## src/sv/tlr_pkg.sv

```systemverilog
package tlr_pkg;

    localparam int COORD_BITS = 14;
    localparam int MAX_BRUSH  = 64;

    localparam int SPAN_BITS  = COORD_BITS + 1;
    localparam int ERR_BITS   = COORD_BITS + 3;
    localparam int BRUSH_BITS = (MAX_BRUSH > 1) ? $clog2(MAX_BRUSH) : 1;
    localparam int SIZE_BITS  = 7;
    localparam int FRAME_BITS = 13;
    localparam int COLOR_BITS = 24;
    localparam int CFG_IDX_BITS  = 3;
    localparam int CFG_DATA_BITS = 24;

    localparam int OUT_RAW_BITS = 2 * SPAN_BITS + 1 + COLOR_BITS;
    localparam int OUT_DATA_BITS = ((OUT_RAW_BITS + 7) / 8) * 8;
    localparam int IN_DATA_BITS  = 8;

    typedef enum logic [CFG_IDX_BITS-1:0] {
        REG_START_X      = 3'd0,
        REG_START_Y      = 3'd1,
        REG_END_X        = 3'd2,
        REG_END_Y        = 3'd3,
        REG_BRUSH_SIZE   = 3'd4,
        REG_FRAME_WIDTH  = 3'd5,
        REG_FRAME_HEIGHT = 3'd6,
        REG_DRAW_COLOR   = 3'd7
    } reg_index_t;

    typedef struct packed {
        logic signed [COORD_BITS-1:0] start_x;
        logic signed [COORD_BITS-1:0] start_y;
        logic signed [COORD_BITS-1:0] end_x;
        logic signed [COORD_BITS-1:0] end_y;
        logic [SIZE_BITS-1:0]         brush_size;
        logic [FRAME_BITS-1:0]        frame_width;
        logic [FRAME_BITS-1:0]        frame_height;
        logic [COLOR_BITS-1:0]        draw_color;
    } cfg_t;

    typedef struct packed {
        logic signed [COORD_BITS-1:0] walk_x;
        logic signed [COORD_BITS-1:0] walk_y;
        logic signed [ERR_BITS-1:0]   error_term;
        logic signed [SPAN_BITS-1:0]  span_x;
        logic signed [SPAN_BITS-1:0]  span_y_neg;
        logic                         step_x_neg;
        logic                         step_y_neg;
        logic [BRUSH_BITS-1:0]        brush_col;
        logic [BRUSH_BITS-1:0]        brush_row;
        logic                         busy;
    } walk_t;

    typedef struct packed {
        logic signed [SPAN_BITS-1:0] pixel_x;
        logic signed [SPAN_BITS-1:0] pixel_y;
        logic                        write_enable;
        logic [COLOR_BITS-1:0]       pixel_color;
        logic                        last;
        logic                        idle;
    } pixel_t;

endpackage

```

## src/sv/tlr_step.sv

```systemverilog
module tlr_step (
    input  tlr_pkg::cfg_t   cfg_i,
    input  tlr_pkg::walk_t  walk_i,
    input  logic            restart_i,
    output tlr_pkg::walk_t  walk_o,
    output tlr_pkg::pixel_t pixel_o
);
    import tlr_pkg::*;

    localparam int CMP_BITS = (SPAN_BITS > FRAME_BITS) ? SPAN_BITS : FRAME_BITS;
    localparam int E2_BITS  = ERR_BITS + 1;

    walk_t                        loaded;
    walk_t                        cur;
    logic signed [SPAN_BITS-1:0]  dx;
    logic signed [SPAN_BITS-1:0]  dy;
    logic signed [SPAN_BITS-1:0]  px;
    logic signed [SPAN_BITS-1:0]  py;
    logic                         in_frame;
    logic                         we;
    logic [SIZE_BITS-1:0]         size_cl;
    logic [SIZE_BITS-1:0]         n;
    logic                         row_more;
    logic                         col_more;
    logic                         at_end;
    logic signed [E2_BITS-1:0]    e2;
    logic                         move_x;
    logic                         move_y;
    logic signed [E2_BITS-1:0]    err_sum;

    // walk loaded from the registers on restart
    always_comb begin
        dx = SPAN_BITS'(cfg_i.end_x) - SPAN_BITS'(cfg_i.start_x);
        dy = SPAN_BITS'(cfg_i.end_y) - SPAN_BITS'(cfg_i.start_y);
        loaded.walk_x     = cfg_i.start_x;
        loaded.walk_y     = cfg_i.start_y;
        loaded.span_x     = dx[SPAN_BITS-1] ? -dx : dx;
        loaded.span_y_neg = dy[SPAN_BITS-1] ? dy : -dy;
        loaded.step_x_neg = !(cfg_i.start_x < cfg_i.end_x);
        loaded.step_y_neg = !(cfg_i.start_y < cfg_i.end_y);
        loaded.error_term = ERR_BITS'(loaded.span_x) + ERR_BITS'(loaded.span_y_neg);
        loaded.brush_col  = '0;
        loaded.brush_row  = '0;
        loaded.busy       = 1'b1;
        cur = restart_i ? loaded : walk_i;
    end

    always_comb begin
        size_cl = (cfg_i.brush_size > SIZE_BITS'(MAX_BRUSH)) ? SIZE_BITS'(MAX_BRUSH)
                                                             : cfg_i.brush_size;
        n = (size_cl == '0) ? SIZE_BITS'(1) : size_cl;

        px = SPAN_BITS'(cur.walk_x) + SPAN_BITS'($signed({1'b0, cur.brush_col}));
        py = SPAN_BITS'(cur.walk_y) + SPAN_BITS'($signed({1'b0, cur.brush_row}));
        in_frame = !px[SPAN_BITS-1] && !py[SPAN_BITS-1] &&
                   (CMP_BITS'(px[SPAN_BITS-2:0]) < CMP_BITS'(cfg_i.frame_width)) &&
                   (CMP_BITS'(py[SPAN_BITS-2:0]) < CMP_BITS'(cfg_i.frame_height));
        we = in_frame && (size_cl != '0);

        row_more = (SIZE_BITS'(cur.brush_row) + SIZE_BITS'(1)) < n;
        col_more = (SIZE_BITS'(cur.brush_col) + SIZE_BITS'(1)) < n;
        at_end   = (cur.walk_x == cfg_i.end_x) && (cur.walk_y == cfg_i.end_y);

        e2 = {cur.error_term, 1'b0};
        move_x = e2 >= E2_BITS'(cur.span_y_neg);
        move_y = e2 <= E2_BITS'(cur.span_x);
        err_sum = E2_BITS'(cur.error_term)
                + (move_x ? E2_BITS'(cur.span_y_neg) : E2_BITS'(0))
                + (move_y ? E2_BITS'(cur.span_x) : E2_BITS'(0));

        walk_o  = cur;
        pixel_o = '0;
        if (!cur.busy) begin
            pixel_o.idle = 1'b1;
        end else begin
            pixel_o.pixel_x      = px;
            pixel_o.pixel_y      = py;
            pixel_o.write_enable = we;
            pixel_o.pixel_color  = we ? cfg_i.draw_color : '0;
            if (row_more) begin
                walk_o.brush_row = cur.brush_row + BRUSH_BITS'(1);
            end else begin
                walk_o.brush_row = '0;
                if (col_more) begin
                    walk_o.brush_col = cur.brush_col + BRUSH_BITS'(1);
                end else begin
                    walk_o.brush_col = '0;
                    if (at_end) begin
                        pixel_o.last = 1'b1;
                        walk_o.busy  = 1'b0;
                    end else begin
                        walk_o.error_term = err_sum[ERR_BITS-1:0];
                        if (move_x) begin
                            walk_o.walk_x = cur.walk_x +
                                (cur.step_x_neg ? {COORD_BITS{1'b1}} : COORD_BITS'(1));
                        end
                        if (move_y) begin
                            walk_o.walk_y = cur.walk_y +
                                (cur.step_y_neg ? {COORD_BITS{1'b1}} : COORD_BITS'(1));
                        end
                    end
                end
            end
        end
    end

endmodule

```

## src/sv/thick_line_rasterizer_top.sv

```systemverilog
// the pixel for an accepted input transfer is registered and shows on the master side in the cycle after it
// throughput: one pixel per cycle if unstalled, set by the single pass from walk state to output register
// the output register stalls the input side only while a pixel waits and m_tready is low
// reset: aresetn low clears the walk to idle, loads register defaults, empties the output
module thick_line_rasterizer_top (
    input  logic                                    aclk,
    input  logic                                    aresetn,
    input  logic                                    s_tvalid,
    output logic                                    s_tready,
    input  logic [tlr_pkg::IN_DATA_BITS-1:0]        s_tdata,   // restart
    output logic                                    m_tvalid,
    input  logic                                    m_tready,
    output logic [tlr_pkg::OUT_DATA_BITS-1:0]       m_tdata,   // pixel_x, pixel_y, write_enable, pixel_color
    output logic                                    m_tlast,
    output logic                                    m_tuser,   // idle
    input  logic                                    cfg_we,
    input  logic [tlr_pkg::CFG_IDX_BITS-1:0]        cfg_index,
    input  logic [tlr_pkg::CFG_DATA_BITS-1:0]       cfg_data
);
    import tlr_pkg::*;

    cfg_t   cfg_reg;
    walk_t  walk_reg;
    walk_t  walk_next;
    pixel_t pixel_next;
    logic   m_valid_reg;
    logic   m_valid_next;
    logic [OUT_DATA_BITS-1:0] m_data_reg;
    logic [OUT_DATA_BITS-1:0] m_data_next;
    logic   m_last_reg;
    logic   m_user_reg;
    logic   s_fire;

    assign s_tready = !m_valid_reg || m_tready;
    assign s_fire   = s_tvalid && s_tready;

    always_ff @(posedge aclk) begin
        if (!aresetn) begin
            cfg_reg.start_x      <= '0;
            cfg_reg.start_y      <= '0;
            cfg_reg.end_x        <= '0;
            cfg_reg.end_y        <= '0;
            cfg_reg.brush_size   <= SIZE_BITS'(1);
            cfg_reg.frame_width  <= FRAME_BITS'(1024);
            cfg_reg.frame_height <= FRAME_BITS'(768);
            cfg_reg.draw_color   <= '0;
        end else if (cfg_we) begin
            unique case (reg_index_t'(cfg_index))
                REG_START_X:      cfg_reg.start_x      <= cfg_data[COORD_BITS-1:0];
                REG_START_Y:      cfg_reg.start_y      <= cfg_data[COORD_BITS-1:0];
                REG_END_X:        cfg_reg.end_x        <= cfg_data[COORD_BITS-1:0];
                REG_END_Y:        cfg_reg.end_y        <= cfg_data[COORD_BITS-1:0];
                REG_BRUSH_SIZE:   cfg_reg.brush_size   <= cfg_data[SIZE_BITS-1:0];
                REG_FRAME_WIDTH:  cfg_reg.frame_width  <= cfg_data[FRAME_BITS-1:0];
                REG_FRAME_HEIGHT: cfg_reg.frame_height <= cfg_data[FRAME_BITS-1:0];
                REG_DRAW_COLOR:   cfg_reg.draw_color   <= cfg_data[COLOR_BITS-1:0];
                default: ;
            endcase
        end
    end

    tlr_step u_step (
        .cfg_i     (cfg_reg),
        .walk_i    (walk_reg),
        .restart_i (s_tdata[0]),
        .walk_o    (walk_next),
        .pixel_o   (pixel_next)
    );

    always_comb begin
        m_data_next = OUT_DATA_BITS'({pixel_next.pixel_color, pixel_next.write_enable,
                                      pixel_next.pixel_y, pixel_next.pixel_x});
        if (s_fire) begin
            m_valid_next = 1'b1;
        end else if (m_tready) begin
            m_valid_next = 1'b0;
        end else begin
            m_valid_next = m_valid_reg;
        end
    end

    always_ff @(posedge aclk) begin
        if (!aresetn) begin
            walk_reg    <= '0;
            m_valid_reg <= 1'b0;
        end else begin
            m_valid_reg <= m_valid_next;
            if (s_fire) begin
                walk_reg <= walk_next;
            end
        end
    end

    always_ff @(posedge aclk) begin
        if (s_fire) begin
            m_data_reg <= m_data_next;
            m_last_reg <= pixel_next.last;
            m_user_reg <= pixel_next.idle;
        end
    end

    assign m_tvalid = m_valid_reg;
    assign m_tdata  = m_data_reg;
    assign m_tlast  = m_last_reg;
    assign m_tuser  = m_user_reg;

    a_reset_empty: assert property (@(posedge aclk) !aresetn |=> !m_tvalid)
        else $error("output valid after reset");

    a_idle_clean: assert property (@(posedge aclk) disable iff (!aresetn)
        m_tvalid && m_tuser |-> !m_tlast && (m_tdata == '0))
        else $error("idle pixel carries data");

    a_idle_follows: assert property (@(posedge aclk) disable iff (!aresetn)
        s_fire && !walk_reg.busy && !s_tdata[0] |=> m_tvalid && m_tuser)
        else $error("idle walk produced a pixel");

    a_last_ends_walk: assert property (@(posedge aclk) disable iff (!aresetn)
        s_fire && pixel_next.last |=> !walk_reg.busy)
        else $error("walk still busy after last pixel");

    a_color_gated: assert property (@(posedge aclk) disable iff (!aresetn)
        m_tvalid && !m_tdata[2*SPAN_BITS] |->
            (m_tdata[2*SPAN_BITS+COLOR_BITS:2*SPAN_BITS+1] == '0))
        else $error("colour on a masked pixel");

endmodule
```

## config.mk

```make
export PLATFORM = sky130hd
export DESIGN_NAME = thick_line_rasterizer_top
export DESIGN_NICKNAME = d
export VERILOG_FILES = /design/src/sv/tlr_pkg.sv /design/src/sv/tlr_step.sv /design/src/sv/thick_line_rasterizer_top.sv
export SDC_FILE = /design/constraint.sdc
export NUM_CORES = 1
export LEC_CHECK = 0
export BUFFER_PORTS_ARGS = -buffer_cell sky130_fd_sc_hd__buf_2
export CORE_ASPECT_RATIO = 0.9
export CORE_MARGIN = 2
export CORE_UTILIZATION = 60
export CTS_CLUSTER_SIZE = 20
export DETAILED_ROUTE_END_ITERATION = 10
export PLACE_DENSITY_LB_ADDON = 0.1
export SKIP_LAST_GASP = 1
export SLEW_MARGIN = 20
export SYNTH_ARGS = -nofsm -noshare
export SYNTH_HDL_FRONTEND = slang
export SYNTH_SLANG_ARGS = --single-unit
```

## constraint.sdc

```tcl
create_clock -name aclk -period 11.9 [get_ports aclk]
set_input_delay 1.785 -clock aclk [delete_from_list [all_inputs] [get_ports aclk]]
set_output_delay 1.785 -clock aclk [all_outputs]
set_load 0.02 [all_outputs]
```

==> impl_metrics.csv <==
group,metric,value,unit
yosys,syn_area,0.0189,mm²
placement,gp_congestion,0.930,
yosys,yosys_warnings,0,
final_layout,fin_nets,2626,
route,dr.pass1.iters,5,
global_routing,grt_max_degree,99,
route,wl,55.1,mm
worst_setup_path,r2r_end,"walk_reg[61]$_SDFFE_PN0P_",
sta,fin_crit,10.83,ns
worst_setup_path,cp-end-kind,"flop",
clocking,cts_tree,"done",
sta,finalSetupViolCount,0,
global_routing,grt_use_met1,0.471,
worst_setup_path,crit_path_max_fanout,8,
global_routing,grt_pass1_vias,16400,
sta,tightest_slew,1.17,ns
worst_setup_path,endpoint,"walk_reg[61]$_SDFFE_PN0P_",
sta,final-hold-violation-count,0,
yosys,syn_inst,2365,
global_routing,use_met2,0.507,
sta,relSlewSlack,0.214,
route,routedWlPerCell,19.5,µm
power_and_ir_drop,leakage,8.92,nW
min_path,holdCritPathClass,"reg2reg",
power_and_ir_drop,power.density,207,mW/mm²
route,via_per_inst,6.05,
worst_setup_path,crit_start,"cfg_reg[57]$_SDFFE_PN0P_",
sta,rsz0062_at_grt,"no",
clocking,cts_buffers,29,
floorplan,rows,61,
status,status,"finished clean",
final_layout,final_cell_mix,"365 x nand2_1, 286 x a21oi_1, 204 x dfxtp_1, 194 x inv_1, 167 x ha_1",
min_path,whs_path_depth,2,
run,maxCapViolations,0,
route,vias,17100,
floorplan,io_pins,100,
floorplan,dieArea,0.0330,mm²
route,drc_errors,0,
global_routing,track_usage,0.330,
floorplan,core,0.0310,mm²
worst_setup_path,max_stage_delay,0.72,ns
clocking,max-clock-path-buffers,3,
floorplan,die_h,173,µm
floorplan,dieWidth,191,µm
yosys,ys_types,97,
worst_setup_path,crit_top_cell,"inv_1",
yosys,ys_ff_latch,261,
sta,clock_skew,0.0134,ns
sta,fin_tns_setup,0,ns
final_layout,drive_above_1_share,0.0981,
power_and_ir_drop,peakVddDrop,0.000194,V
yosys,async_flop_share,0,
clocking,cts_sinks,261,
final_layout,final_util,0.669,
worst_setup_path,critical-path-slowest-cell,"a2111oi_0",
global_routing,met3_usage,0.0637,
worst_setup_path,reg2reg_from,"cfg_reg[57]$_SDFFE_PN0P_",
sta,period_share,0.910,
worst_setup_path,crit_required,12.35,ns
floorplan,initial_core_util,0.612,
worst_setup_path,r2r_slack,1.07,ns
clocking,root_buffer,"clkbuf_16",
global_routing,busiest_layer,"met2",
yosys,syn_area_per_cell,8.01,µm²
placement,dp_hpwl,39.8,mm
route,antenna_left,0,
route,dr.first_iter.drc_count,1340,
global_routing,grt_pass1_wl,87.2,mm
yosys,ys_seq_area_frac,0.306,
worst_setup_path,reg2regPathDepth,45,
global_routing,grt-ovfl-total,0,
worst_setup_path,start_kind,"flop",
clocking,clk_pin_slew,0.07,ns
worst_setup_path,arrival,11.28,ns
final_layout,largest_reg_flops,113,
final_layout,area_delta_synth_final,9.46,%
yosys,ys.flop_type,"dfxtp_1",
yosys,synth_fp_nets,2596,
clocking,worstSkewPairLatency,0.56,ns
global_routing,antenna_found_initial,3,
sta,slew_viol_final,0,
yosys,synth_edf_count,57,
worst_setup_path,critPathKind,"reg2reg",
sta,fmax,92.3,MHz
placement,portBuffers,91,
clocking,h-tree-depth,1,
final_layout,mostFrequentLayoutCell,"nand2_1",
kinds of logic (layout without fill, tap and decap cells):
logic type | count (synthesis) | after routing | share of synthesized area
simple gates | 797 | 797 | 0.192
compound gates | 589 | 589 | 0.197
buf+inv | 313 | 365 | 0.0634
flops | 261 | 261 | 0.306
fa+ha+maj | 191 | 191 | 0.136
xor+xnor | 151 | 151 | 0.0718
mux | 62 | 62 | 0.0343
other cells | 1 | 2 | 0.000198
report_power, final:
group | leakage, nW | total (mW) | switching, mW | internal, mW
clock network | 0.518 | 0.999 | 0.384 | 0.615
registers | 2.24 | 1.00 | 0.0328 | 0.968
logic | 6.17 | 2.28 | 1.38 | 0.908
total | 8.92 | 4.28 | 1.79 | 2.49
through the flow:
stage	cell area, µm²	setup WS (ns)	hold slack (ns)	instances	total power, mW
floorplan	18900	2.68	0.429	2365	2.74
detailed placement	19700	1.08	0.447	2772	3.25
CTS	20700	1.01	0.454	2825	4.25
global placement	19700	1.30	0.437	2772	3.18
global route	20700	0.250	0.473	2826	4.60
finish	20700	1.07	0.454	2827	4.28
cell type report:
class	instances	area (µm²)
repair buffers	111	612
multi-input cells	1791	12000
fillers	2661	10200
diodes	1	2.50
clock buffers	38	821
well taps	409	512
clock inverters	15	238
flip-flops and latches	261	5800
inverters	201	762
worst min-delay path by stage:
stage	start	end	slack, ns
global route	cfg_reg[31]$_SDFFE_PN0P_	cfg_reg[31]$_SDFFE_PN0P_	0.47
global placement	walk_reg[63]$_SDFFE_PN0P_	walk_reg[63]$_SDFFE_PN0P_	0.44
CTS	walk_reg[63]$_SDFFE_PN0P_	walk_reg[63]$_SDFFE_PN0P_	0.45
detailed placement	cfg_reg[29]$_SDFFE_PN0P_	cfg_reg[29]$_SDFFE_PN0P_	0.45
finish	walk_reg[33]$_SDFFE_PN0P_	walk_reg[33]$_SDFFE_PN0P_	0.45
floorplan	walk_reg[62]$_SDFFE_PN0P_	walk_reg[62]$_SDFFE_PN0P_	0.43
layer usage:
metal / up-vias / share of wire
li1: 8211 / -
met5: - / 0.00054
met4: 4 / 0.028
met3: 98 / 0.091
met2: 650 / 0.44
met1: 8154 / 0.45
critical path: cells and delay by family (launching register included):
family                   cells  cell delay (ns)
buffers and inverters        5             0.50
multiplexers                 2             0.52
AO/OA/AOI/OAI               19             4.87
flip-flops                   1             0.33
AND/OR/NAND/NOR             11             2.00
adder cells (fa/ha/maj)      6             2.24
XOR/XNOR                     2             0.26
Yosys cell counts (7+ instances only):
library cell  number  share of area
a211oi_1          25         0.0099
a21o_1            48          0.019
a21oi_1          286          0.076
a311oi_1           8         0.0037
a31oi_1           16         0.0053
and2_1             8         0.0026
and3_1             7         0.0023
buf_1              7         0.0014
buf_2             11         0.0029
clkbuf_1          88          0.017
dfxtp_1          204           0.22
edfxtp_1          57          0.090
fa_1              24          0.025
ha_1             167           0.11
inv_1            195          0.039
mux2_2            16         0.0095
mux2i_1           44          0.023
nand2_1          366          0.072
nand2b_1          27         0.0089
nand3_1           60          0.016
nand4_1           19         0.0063
nor2_1           169          0.033
nor2b_1           53          0.017
nor3_1            31         0.0082
nor4_1             7         0.0023
o211ai_1          15         0.0059
o21a_1            16         0.0063
o21ai_0           64          0.017
o21ai_1            9         0.0024
o21bai_1          17         0.0067
or2_2             10         0.0033
or3_1              9         0.0030
xnor2_1          106          0.049
xor2_1            40          0.018
what timing repair did:
item / 4_1_cts / 5_1_grt
setup endpoints to repair: 0 / 1
buffers inserted: 0 / 0
resized for setup: 0 / 1
hold buffers: 0 / 0
(Power assumes the default switching activity.)
